### config.mk
export PLATFORM = sky130hd
export DESIGN_NAME = easter_and_feast_dates
export DESIGN_NICKNAME = d
export VERILOG_FILES = /design/src/sv/efd_pkg.sv /design/src/sv/easter_and_feast_dates.sv
export SDC_FILE = /design/constraint.sdc
export NUM_CORES = 1
export LEC_CHECK = 0
export ABC_AREA = 1
export ABC_CLOCK_PERIOD_IN_PS = 7200
export BUFFER_PORTS_ARGS = -buffer_cell sky130_fd_sc_hd__buf_2
export CAP_MARGIN = 20
export CELL_PAD_IN_SITES_DETAIL_PLACEMENT = 0
export CELL_PAD_IN_SITES_GLOBAL_PLACEMENT = 1
export CORE_UTILIZATION = 30
export CTS_BUF_LIST = sky130_fd_sc_hd__clkbuf_4 sky130_fd_sc_hd__clkbuf_8
export CTS_CLUSTER_SIZE = 14
export DETAILED_ROUTE_END_ITERATION = 10
export GPL_TIMING_DRIVEN = 1
export PLACE_DENSITY_LB_ADDON = 0.1
export SYNTH_ARGS = -nofsm -noshare
export SYNTH_HDL_FRONTEND = slang
export SYNTH_SLANG_ARGS = --single-unit
### constraint.sdc
create_clock -name clk -period 7.2 [get_ports clk]
set_input_delay 1.44 -clock clk [delete_from_list [all_inputs] [get_ports clk]]
set_output_delay 1.44 -clock clk [all_outputs]
set_load 0.05 [all_outputs]
### src/sv/efd_pkg.sv
// Package for the Easter and feast date block.
// Holds the date type, the range limits, the reciprocal constants and the
// date placement function. Depends on nothing.
package efd_pkg;

    typedef struct packed {
        logic [3:0] mon;
        logic [4:0] dom;
    } date_t;

    localparam logic [13:0] YEAR_FIRST = 14'd1583;
    localparam logic [13:0] YEAR_LAST  = 14'd9999;

    // Reciprocals scaled by a power of two, exact over the ranges used.
    localparam logic [15:0] RECIP_100 = 16'd10486;  // 2^20 / 100
    localparam logic [15:0] RECIP_19  = 16'd55189;  // 2^20 / 19
    localparam logic [6:0]  RECIP_25  = 7'd41;      // 2^10 / 25
    localparam logic [8:0]  RECIP_3   = 9'd171;     // 2^9 / 3
    localparam logic [11:0] RECIP_30  = 12'd2185;   // 2^16 / 30
    localparam logic [8:0]  RECIP_7   = 9'd293;     // 2^11 / 7

    localparam logic [3:0] MON_FEB = 4'd2;
    localparam logic [3:0] MON_MAR = 4'd3;
    localparam logic [3:0] MON_APR = 4'd4;
    localparam logic [3:0] MON_MAY = 4'd5;
    localparam logic [3:0] MON_JUN = 4'd6;
    localparam logic [3:0] MON_JUL = 4'd7;

    // Days from March 1 to the first of April, May, June and July.
    localparam logic signed [7:0] START_APR = 8'sd31;
    localparam logic signed [7:0] START_MAY = 8'sd61;
    localparam logic signed [7:0] START_JUN = 8'sd92;
    localparam logic signed [7:0] START_JUL = 8'sd122;

    // Turns a day offset from March 1 into a month and a day of month.
    function automatic date_t place_date(logic signed [7:0] off, logic [4:0] feb_len);
        date_t             res;
        logic signed [7:0] dom_wide;
        begin
            if (off < 8'sd0)
            begin
                res.mon  = MON_FEB;
                dom_wide = $signed({3'b000, feb_len}) + off + 8'sd1;
            end
            else if (off >= START_JUL)
            begin
                res.mon  = MON_JUL;
                dom_wide = off - START_JUL + 8'sd1;
            end
            else if (off >= START_JUN)
            begin
                res.mon  = MON_JUN;
                dom_wide = off - START_JUN + 8'sd1;
            end
            else if (off >= START_MAY)
            begin
                res.mon  = MON_MAY;
                dom_wide = off - START_MAY + 8'sd1;
            end
            else if (off >= START_APR)
            begin
                res.mon  = MON_APR;
                dom_wide = off - START_APR + 8'sd1;
            end
            else
            begin
                res.mon  = MON_MAR;
                dom_wide = off + 8'sd1;
            end
            res.dom = dom_wide[4:0];
            return res;
        end
    endfunction

endpackage

### src/sv/easter_and_feast_dates.sv
// Top level of the Easter and feast date block: a ten stage pipeline.
// Depends on efd_pkg for the date type, constants and date placement.
//
// Usage: drive year_in and pulse start for one cycle per year. busy is
// always low, so a year is taken at every rising edge where start is high,
// one year per cycle without gaps. When a year leaves the last stage, done
// is high for exactly one cycle with year_ok, the Easter Sunday date and
// the carnival, Good Friday, Ascension and Whitsuntide dates, each as a
// month and a day of month. Results leave in the order the years came in.
// Throughput is one year per cycle. The depth is set by the chain of
// constant divisions of the computus; each remainder takes a reciprocal
// multiply followed by a multiply and subtract in the next stage.
// Years outside 1583 to 9999 give year_ok low and all date fields zero.
// Reset clears the valid bits of every stage, so no beat leaves after
// reset until a new year is taken. The receiver cannot hold results off,
// so the pipeline never stalls.
module easter_and_feast_dates (
    input  logic        clk,
    input  logic        rst_n,
    input  logic        start,
    input  logic [13:0] year_in,
    output logic        busy,
    output logic        done,
    output logic        year_ok,
    output logic [3:0]  easter_mon,
    output logic [4:0]  easter_dom,
    output logic [3:0]  carnival_mon,
    output logic [4:0]  carnival_dom,
    output logic [3:0]  good_friday_mon,
    output logic [4:0]  good_friday_dom,
    output logic [3:0]  ascension_mon,
    output logic [4:0]  ascension_dom,
    output logic [3:0]  whitsun_mon,
    output logic [4:0]  whitsun_dom
);

    import efd_pkg::*;

    localparam int NUM_STAGES = 10;

    logic [NUM_STAGES-1:0] vld_reg;
    logic [NUM_STAGES-1:0] vld_next;

    // Stage 1
    logic [27:0] prod_cent;
    logic [29:0] prod_19;
    logic [13:0] y1_reg, y1_next;
    logic [7:0]  b1_reg, b1_next;
    logic [9:0]  q19_1_reg, q19_1_next;
    logic        ok1_reg, ok1_next;

    // Stage 2
    logic [13:0] a_wide, c_wide;
    logic [8:0]  b_plus8;
    logic [14:0] prod_f;
    logic [4:0]  a2_reg, a2_next;
    logic [7:0]  b2_reg, b2_next;
    logic [6:0]  c2_reg, c2_next;
    logic [4:0]  f2_reg, f2_next;
    logic        leap2_reg, leap2_next;
    logic        ok2_reg, ok2_next;

    // Stage 3
    logic [8:0]  g_arg;
    logic [16:0] prod_g;
    logic [4:0]  a3_reg, a3_next;
    logic [7:0]  b3_reg, b3_next;
    logic [5:0]  d3_reg, d3_next;
    logic [5:0]  g3_reg, g3_next;
    logic [6:0]  p3_reg, p3_next;
    logic        leap3_reg, leap3_next;
    logic        ok3_reg, ok3_next;

    // Stage 4
    logic [9:0]  xh;
    logic [21:0] prod_qh;
    logic [9:0]  xh4_reg, xh4_next;
    logic [4:0]  qh4_reg, qh4_next;
    logic [4:0]  a4_reg, a4_next;
    logic [6:0]  p4_reg, p4_next;
    logic        leap4_reg, leap4_next;
    logic        ok4_reg, ok4_next;

    // Stage 5
    logic [9:0]  h_wide;
    logic [4:0]  h5_reg, h5_next;
    logic [4:0]  a5_reg, a5_next;
    logic [6:0]  p5_reg, p5_next;
    logic        leap5_reg, leap5_next;
    logic        ok5_reg, ok5_next;

    // Stage 6
    logic [6:0]  xl;
    logic [15:0] prod_ql;
    logic [6:0]  xl6_reg, xl6_next;
    logic [4:0]  ql6_reg, ql6_next;
    logic [4:0]  h6_reg, h6_next;
    logic [4:0]  a6_reg, a6_next;
    logic        leap6_reg, leap6_next;
    logic        ok6_reg, ok6_next;

    // Stage 7
    logic [6:0]  l_wide;
    logic [2:0]  l7_reg, l7_next;
    logic [4:0]  h7_reg, h7_next;
    logic [4:0]  a7_reg, a7_next;
    logic        leap7_reg, leap7_next;
    logic        ok7_reg, ok7_next;

    // Stage 8
    logic [8:0]  m_sum;
    logic        m_bit;
    logic [5:0]  eoff8_reg, eoff8_next;
    logic        leap8_reg, leap8_next;
    logic        ok8_reg, ok8_next;

    // Stage 9
    logic signed [7:0] eoff_s;
    date_t             easter9_reg, easter9_next;
    logic signed [7:0] offc9_reg, offc9_next;
    logic signed [7:0] offg9_reg, offg9_next;
    logic signed [7:0] offa9_reg, offa9_next;
    logic signed [7:0] offw9_reg, offw9_next;
    logic [4:0]        feb9_reg, feb9_next;
    logic              ok9_reg, ok9_next;

    // Stage 10, the output registers
    date_t easter_reg, easter_next;
    date_t carn_reg, carn_next;
    date_t gfri_reg, gfri_next;
    date_t asc_reg, asc_next;
    date_t whit_reg, whit_next;
    logic  ok_reg, ok_next;

    assign vld_next = {vld_reg[NUM_STAGES-2:0], start & ~busy};

    always_comb
    begin
        prod_cent  = {14'd0, year_in} * {12'd0, RECIP_100};
        prod_19    = {16'd0, year_in} * {14'd0, RECIP_19};
        y1_next    = year_in;
        b1_next    = prod_cent[27:20];
        q19_1_next = prod_19[29:20];
        ok1_next   = (year_in >= YEAR_FIRST) && (year_in <= YEAR_LAST);
    end

    always_comb
    begin
        a_wide     = y1_reg - ({4'd0, q19_1_reg} * 14'd19);
        c_wide     = y1_reg - ({6'd0, b1_reg} * 14'd100);
        b_plus8    = {1'b0, b1_reg} + 9'd8;
        prod_f     = {6'd0, b_plus8} * {8'd0, RECIP_25};
        a2_next    = a_wide[4:0];
        b2_next    = b1_reg;
        c2_next    = c_wide[6:0];
        f2_next    = prod_f[14:10];
        leap2_next = (y1_reg[1:0] == 2'd0)
                   && ((c_wide[6:0] != 7'd0) || (b1_reg[1:0] == 2'd0));
        ok2_next   = ok1_reg;
    end

    always_comb
    begin
        g_arg      = {1'b0, b2_reg} - {4'd0, f2_reg} + 9'd1;
        prod_g     = {8'd0, g_arg} * {8'd0, RECIP_3};
        a3_next    = a2_reg;
        b3_next    = b2_reg;
        d3_next    = b2_reg[7:2];
        g3_next    = prod_g[14:9];
        p3_next    = 7'd32 + {4'd0, b2_reg[1:0], 1'b0} + {1'b0, c2_reg[6:2], 1'b0}
                   - {5'd0, c2_reg[1:0]};
        leap3_next = leap2_reg;
        ok3_next   = ok2_reg;
    end

    always_comb
    begin
        xh         = ({5'd0, a3_reg} * 10'd19) + {2'd0, b3_reg} - {4'd0, d3_reg}
                   - {4'd0, g3_reg} + 10'd15;
        prod_qh    = {12'd0, xh} * {10'd0, RECIP_30};
        xh4_next   = xh;
        qh4_next   = prod_qh[20:16];
        a4_next    = a3_reg;
        p4_next    = p3_reg;
        leap4_next = leap3_reg;
        ok4_next   = ok3_reg;
    end

    always_comb
    begin
        h_wide     = xh4_reg - ({5'd0, qh4_reg} * 10'd30);
        h5_next    = h_wide[4:0];
        a5_next    = a4_reg;
        p5_next    = p4_reg;
        leap5_next = leap4_reg;
        ok5_next   = ok4_reg;
    end

    always_comb
    begin
        xl         = p5_reg - {2'd0, h5_reg};
        prod_ql    = {9'd0, xl} * {7'd0, RECIP_7};
        xl6_next   = xl;
        ql6_next   = prod_ql[15:11];
        h6_next    = h5_reg;
        a6_next    = a5_reg;
        leap6_next = leap5_reg;
        ok6_next   = ok5_reg;
    end

    always_comb
    begin
        l_wide     = xl6_reg - ({2'd0, ql6_reg} * 7'd7);
        l7_next    = l_wide[2:0];
        h7_next    = h6_reg;
        a7_next    = a6_reg;
        leap7_next = leap6_reg;
        ok7_next   = ok6_reg;
    end

    // Easter as a day offset from March 1: h + l - 7m + 114 - 93.
    always_comb
    begin
        m_sum      = {4'd0, a7_reg} + ({4'd0, h7_reg} * 9'd11) + ({6'd0, l7_reg} * 9'd22);
        m_bit      = (m_sum >= 9'd451);
        eoff8_next = {1'b0, h7_reg} + {3'd0, l7_reg} + 6'd21 - (m_bit ? 6'd7 : 6'd0);
        leap8_next = leap7_reg;
        ok8_next   = ok7_reg;
    end

    always_comb
    begin
        eoff_s = $signed({2'b00, eoff8_reg});
        if (eoff8_reg < 6'd31)
        begin
            easter9_next.mon = MON_MAR;
            easter9_next.dom = eoff8_reg[4:0] + 5'd1;
        end
        else
        begin
            easter9_next.mon = MON_APR;
            easter9_next.dom = 5'(eoff8_reg - 6'd30);
        end
        offc9_next = eoff_s - 8'sd49;
        offg9_next = eoff_s - 8'sd2;
        offa9_next = eoff_s + 8'sd39;
        offw9_next = eoff_s + 8'sd49;
        feb9_next  = leap8_reg ? 5'd29 : 5'd28;
        ok9_next   = ok8_reg;
    end

    always_comb
    begin
        ok_next = ok9_reg;
        if (ok9_reg)
        begin
            easter_next = easter9_reg;
            carn_next   = place_date(offc9_reg, feb9_reg);
            gfri_next   = place_date(offg9_reg, feb9_reg);
            asc_next    = place_date(offa9_reg, feb9_reg);
            whit_next   = place_date(offw9_reg, feb9_reg);
        end
        else
        begin
            easter_next = '0;
            carn_next   = '0;
            gfri_next   = '0;
            asc_next    = '0;
            whit_next   = '0;
        end
    end

    always_ff @(posedge clk or negedge rst_n)
    begin
        if (!rst_n)
        begin
            vld_reg <= '0;
        end
        else
        begin
            vld_reg <= vld_next;
        end
    end

    always_ff @(posedge clk)
    begin
        y1_reg      <= y1_next;
        b1_reg      <= b1_next;
        q19_1_reg   <= q19_1_next;
        ok1_reg     <= ok1_next;
        a2_reg      <= a2_next;
        b2_reg      <= b2_next;
        c2_reg      <= c2_next;
        f2_reg      <= f2_next;
        leap2_reg   <= leap2_next;
        ok2_reg     <= ok2_next;
        a3_reg      <= a3_next;
        b3_reg      <= b3_next;
        d3_reg      <= d3_next;
        g3_reg      <= g3_next;
        p3_reg      <= p3_next;
        leap3_reg   <= leap3_next;
        ok3_reg     <= ok3_next;
        xh4_reg     <= xh4_next;
        qh4_reg     <= qh4_next;
        a4_reg      <= a4_next;
        p4_reg      <= p4_next;
        leap4_reg   <= leap4_next;
        ok4_reg     <= ok4_next;
        h5_reg      <= h5_next;
        a5_reg      <= a5_next;
        p5_reg      <= p5_next;
        leap5_reg   <= leap5_next;
        ok5_reg     <= ok5_next;
        xl6_reg     <= xl6_next;
        ql6_reg     <= ql6_next;
        h6_reg      <= h6_next;
        a6_reg      <= a6_next;
        leap6_reg   <= leap6_next;
        ok6_reg     <= ok6_next;
        l7_reg      <= l7_next;
        h7_reg      <= h7_next;
        a7_reg      <= a7_next;
        leap7_reg   <= leap7_next;
        ok7_reg     <= ok7_next;
        eoff8_reg   <= eoff8_next;
        leap8_reg   <= leap8_next;
        ok8_reg     <= ok8_next;
        easter9_reg <= easter9_next;
        offc9_reg   <= offc9_next;
        offg9_reg   <= offg9_next;
        offa9_reg   <= offa9_next;
        offw9_reg   <= offw9_next;
        feb9_reg    <= feb9_next;
        ok9_reg     <= ok9_next;
        easter_reg  <= easter_next;
        carn_reg    <= carn_next;
        gfri_reg    <= gfri_next;
        asc_reg     <= asc_next;
        whit_reg    <= whit_next;
        ok_reg      <= ok_next;
    end

    assign busy            = 1'b0;
    assign done            = vld_reg[NUM_STAGES-1];
    assign year_ok         = ok_reg;
    assign easter_mon      = easter_reg.mon;
    assign easter_dom      = easter_reg.dom;
    assign carnival_mon    = carn_reg.mon;
    assign carnival_dom    = carn_reg.dom;
    assign good_friday_mon = gfri_reg.mon;
    assign good_friday_dom = gfri_reg.dom;
    assign ascension_mon   = asc_reg.mon;
    assign ascension_dom   = asc_reg.dom;
    assign whitsun_mon     = whit_reg.mon;
    assign whitsun_dom     = whit_reg.dom;

`ifndef SYNTHESIS
    a_latency: assert property (@(posedge clk) disable iff (!rst_n)
        (start && !busy) |-> ##10 done)
        else $error("result beat did not appear ten cycles after the year was taken");

    a_easter_month: assert property (@(posedge clk) disable iff (!rst_n)
        (done && year_ok) |-> ((easter_mon == MON_MAR) || (easter_mon == MON_APR)))
        else $error("Easter month is neither March nor April");

    a_no_day_zero: assert property (@(posedge clk) disable iff (!rst_n)
        (done && year_ok) |-> ((carnival_dom != 5'd0) && (good_friday_dom != 5'd0)
                               && (easter_dom != 5'd0)))
        else $error("a feast date has day of month zero");

    a_out_of_range: assert property (@(posedge clk) disable iff (!rst_n)
        (done && !year_ok) |-> ((easter_mon == 4'd0) && (easter_dom == 5'd0)
                                && (whitsun_mon == 4'd0) && (ascension_dom == 5'd0)))
        else $error("dates not zero for a year out of range");
`endif

endmodule
== Word-level counts from Yosys, hierarchy flattened ==
Index checks and enable logic that the tools add are counted.
Storage, ports and cells
  register bits: 268
  latch bits: 0
  RAM bits: 0
  bits in read-only memories: 0
  word-level logic and storage cells: 235
  memories: 0
Operators by class
  add/subtract/negate cells: 70
  $mul: 13
  div/mod/pow operators: 0
  $lt $le $gt $ge: 24
  eq/ne operators: 0
  shifts and indexed selects: 0
  multiplexer cells: 43
  bitwise operators: 1
  reduce and logical (&&, ||, !) cells: 14
Operator list (count)
  adder 5 x 2 -> 5 bit, second input constant: 22
  2-to-1 mux 5 bit: 20
  2-to-1 mux 3 bit: 17
  subtractor 5 bit, second input constant: 9
  greater-or-equal comparator 7 bit, second input constant: 6
  greater-or-equal comparator 7 x 8 -> 1 bit, second input constant: 4
  multiplier 14 x 16 -> 30 bit, second input constant: 1
  greater-or-equal comparator 7 x 6 -> 1 bit, second input constant: 4
  less-than comparator 7 x 1 -> 1 bit, second input constant: 4
  multiplier 14 x 13 -> 27 bit, second input constant: 1
  multiplier 10 x 12 -> 21 bit, second input constant: 1
  OR reduction 5 bit: 4
  subtractor 10 x 6 -> 10 bit: 2
  subtractor 5 x 3 -> 5 bit, second input constant: 4
  multiplier 7 x 9 -> 16 bit, second input constant: 1
  adder 5 x 1 -> 5 bit, second input constant: 3
  multiplier 9 x 6 -> 15 bit, second input constant: 1
  multiplier 9 x 8 -> 15 bit, second input constant: 1
  adder 6 x 6 -> 7 bit, second input constant: 2
  greater-or-equal comparator 14 x 11 -> 1 bit, second input constant: 1
  greater-or-equal comparator 7 x 5 -> 1 bit, second input constant: 2
  less-or-equal comparator 14 bit, second input constant: 1
  adder 10 x 4 -> 10 bit, second input constant: 1
  adder 10 x 8 -> 10 bit: 1
  other kinds (39): 52

== Depth between registers and ports, before layout ==
  depth after elaboration: 7
  depth in mapped cells: 34

== Worst setup path before layout ==
OpenSTA, ideal clock, no wires.
  kind: register to register
  start: reg a3_reg[1]
  end: reg qh4_reg[1]
  data arrival time: 5.630 ns
  data required time: 7.088 ns
  path slack: 1.458 ns
  cell stages (with the launch flop): 27
  path buffers: 0
  cell sequence: dfxtp_1 inv_1 fa_1 inv_1 fa_1 fa_1 inv_1 fa_1 inv_1 ha_1 a21oi_1 o311ai_0 xor2_1 ha_1 inv_1 fa_1 inv_1 ha_1 inv_1 fa_1 inv_1 ha_1 nand2_1 nor4_1 o21ai_0 nand3_1 nand2_1
On the way
  word-level cells in the longest chain between the ends: 6
RTL lines
  start, declared: RTL line easter_and_feast_dates.sv:66  | logic [4:0] a3_reg, a3_next;
  start signal, assigned: RTL line easter_and_feast_dates.sv:297  | a3_reg <= a3_next;
  multiplier 5 x 5 -> 10 bit: RTL line easter_and_feast_dates.sv:178  | xh = ({5'd0, a3_reg} * 10'd19) + {2'd0, b3_reg} - {4'd0, d3_reg}
  adder 10 x 8 -> 10 bit: RTL line easter_and_feast_dates.sv:178
  subtractor 10 x 6 -> 10 bit: RTL line easter_and_feast_dates.sv:178
  subtractor 10 x 6 -> 10 bit: RTL line easter_and_feast_dates.sv:179  | - {4'd0, g3_reg} + 10'd15;
  adder 10 x 4 -> 10 bit: RTL line easter_and_feast_dates.sv:179
  multiplier 10 x 12 -> 21 bit: RTL line easter_and_feast_dates.sv:180  | prod_qh = {12'd0, xh} * {10'd0, RECIP_30};
  net prod_qh[17]: RTL line easter_and_feast_dates.sv:76  | logic [21:0] prod_qh;
  end signal, assigned: RTL line easter_and_feast_dates.sv:305  | qh4_reg <= qh4_next;
  end, declared: RTL line easter_and_feast_dates.sv:78  | logic [4:0] qh4_reg, qh4_next;
The timed path passes the listed nets, and every way through them passes these cells.
A chain may end at the register's enable or synchronous reset.

== Final worst setup path ==
Same ends and word-level chain as after synthesis.

==> flow_summary.ini <==
[worst_setup_path]
cp_data_arrival_time_ps = 6660
critPathKind = reg -> reg
worstReg2RegEnd = qh4_reg[1]
r2r_slack_ps = 1000
cp.required_ps = 7670
critPathMaxFanout = 5
reg2reg_from = a3_reg[1]
reg2reg_depth = 26
start_kind = register
end_kind = register

[cts]
clock-sinks = 242
cts_resized = 0
cts_root_buffer = clkbuf_8
clk_pin_slew_worst_paths_ps = 70
insertion_delay_ps = 620
clockBufferDepth = 3
cts_hold_buf = 0
htree_levels = 2
postCtsSetupRepairBufs = 0
cts_tree = done
cts_buffers = 47

[timing]
tns_ps = 0
slew-limit-headroom = 0.4838
report.final.slew_viol_count = 0
finalClockSkew_ps = 54.01
fin_crit_ps = 6196
tightest_slew_ps = 773.2
finalSetupViolations = 0
final-hold-violation-count = 0
rsz0062_at_grt = false
finalCritPeriodShare = 0.8606
max_freq_ghz = 0.1614

[routing]
vias = 16620
drtIter0Drc = 564
wl_met3_mm = 1.516
route.detailed.drc = 0
detail_route.wl_per_cell_um = 14.74
routed-wl-met2_mm = 26.52
top_layer = met4
antenna_left = 0
routed_wl_mm = 55.38
drt-vias-per-instance = 4.424
firstDrtPassIters = 5
wl_met1_mm = 26.08

[finish]
stdcell_area_mm2 = 0.02551
largest_reg_flops = 10
drive_above_1_share = 0.06638
seqCellArea_mm2 = 0.004895
multi_input_area_mm2 = 0.01566
nFillCells = 7888
post-route-util = 0.3404
nets = 3441
area_growth_pct = 11.47

[job]
maxCapViolCount = 0

[synthesis]
ys_seq_area_frac = 0.2139
yosys_most_used_dff = dfxtp_1
synth_cell_types = 48
avgSynthCellArea_um2 = 8.633
synthTopCellsByCount = inv_1, ha_1, nand2_1, dfxtp_1, fa_1
ys_seq_elements = 242
async_flop_share = 0.04132
synth_most_common_cell = inv_1
synthesis.area_mm2 = 0.02289
synth_area_leader_cell = ha_1
netlist_instances = 2651
yosysWarnings = 0
synth_edf_count = 0
synth.top_cell.area_share = 0.2548
synthTopCellsByArea = ha_1, dfxtp_1, fa_1

[grt]
grtUsageTotal = 0.1479
grt_max_degree = 28
grt_overflow = 0
antenna_found_initial = 1
grt_pass1_wl_mm = 91.45
grt_pass1_vias = 17710

[floorplanning]
coreArea_mm2 = 0.07495
dieArea_mm2 = 0.07740
rows = 100
io_pins = 65
die_w_um = 278.2
initial_core_util = 0.3054
die_y_um = 278.2

[hold_path]
min_from = ok8_reg
whs_endpoint = ok9_reg
min_path_cells = 0
worstHoldPathType = reg -> reg

[run_status]
status = completed

[place]
dp_hpwl_mm = 47.41
place_congestion = 0.8250
port_buffers = 58
place_area_mm2 = 0.02433
-- kinds of logic (layout without fill, tap and decap cells) --
family,Yosys count,after routing,share of synthesized area
adder cells (fa/ha/maj),674,674,0.4367
XOR/XNOR,118,118,0.04549
other,1,7,0.0001639
AO/OA/AOI/OAI,240,240,0.05937
buffers and inverters,616,747,0.1028
flip-flops,242,242,0.2139
AND/OR/NAND/NOR,760,760,0.1415
-- worst max-delay path by stage --
| stage | from | slack [ps] | endpoint | cells past startpoint |
|---|---|---|---|---|
| finish | a3_reg[1] | 1000 | qh4_reg[1] | 26 |
| global placement | a3_reg[1] | 1110 | qh4_reg[3] | 29 |
| global route | a3_reg[1] | 440 | qh4_reg[3] | 29 |
| floorplan | a3_reg[1] | 1460 | qh4_reg[1] | 26 |
| CTS | a3_reg[1] | 910 | qh4_reg[1] | 26 |
| detailed placement | a3_reg[1] | 990 | qh4_reg[1] | 26 |
-- layer usage --
| metal | global-route usage | vias up |
|---|---|---|
| li1 | - | 8520 |
| met1 | 0.1910 | 7845 |
| met2 | 0.2581 | 188 |
| met3 | 0.01830 | 69 |
| met4 | 0.04009 | 0 |
| met5 | 0 | - |
-- area by class of cell --
| class | count | area share |
|---|---|---|
| tap | 969 | 0.04753 |
| sequential | 242 | 0.1919 |
| timing repair buffer | 60 | 0.01197 |
| clock buffer | 59 | 0.03159 |
| antenna | 1 | 0.00009809 |
| clock inverter | 27 | 0.01471 |
| inverter | 601 | 0.08853 |
| multi-input combinational | 1798 | 0.6137 |
-- layout by cell type, fill, tap and decap left out, types with 3 or more instances in the layout --
cell type	Yosys	layout
o21bai_1	14	14
nor2_1	122	122
nand2_1	445	445
a31oi_1	10	10
o21a_1	3	3
dfrtp_1	10	10
nor3_1	21	21
o21ai_1	3	3
nor4_1	6	6
a21boi_0	7	7
nand4_1	31	31
o21ai_0	63	63
bufinv_16	0	8
nand2_2	7	7
nor2_2	4	4
nand3b_1	7	7
clkinv_2	0	9
inv_1	591	591
clkbuf_8	0	58
and2_1	6	6
ha_1	466	466
buf_2	0	58
o22ai_1	3	3
a21oi_1	120	120
inv_2	9	9
dfxtp_1	232	232
xor2_1	76	76
nand3_1	94	94
a21o_1	5	5
conb_1	1	6
or2_2	6	6
fa_1	208	208
clkinvlp_4	0	4
nor2_4	4	4
xnor2_1	41	41
o211ai_1	4	4
clkinv_4	0	3
-- critical path, stage by stage (launching register included) --
cell and delay (ps):
dfxtp_1 400, inv_1 90, fa_1 540, inv_1 60
fa_1 410, fa_1 490, inv_1 50, fa_1 520
inv_1 40, ha_1 350, a21oi_1 90, o311ai_0 350
xor2_1 260, ha_1 190, inv_1 50, fa_1 430
inv_1 70, ha_1 130, inv_1 40, fa_1 470
inv_1 40, ha_1 310, nand2_1 90, nor4_1 220
o21ai_0 190, nand3_1 110, nand2_1 50
-- through the flow --
step / instances / setup slack, ps / hold slack, ps
final: 3757 / 1004 / 297.5
after global routing: 3757 / 439.0 / 330.6
after CTS: 3756 / 911.9 / 314.7
after detailed placement: 3670 / 989.0 / 312.1
after global placement: 3670 / 1114 / 310.6
after floorplan: 2656 / 1458 / 309.6
Power is left out: the tool's default activity adds up to more than one toggle a clock period on the data nets, which glitch-free logic cannot reach.
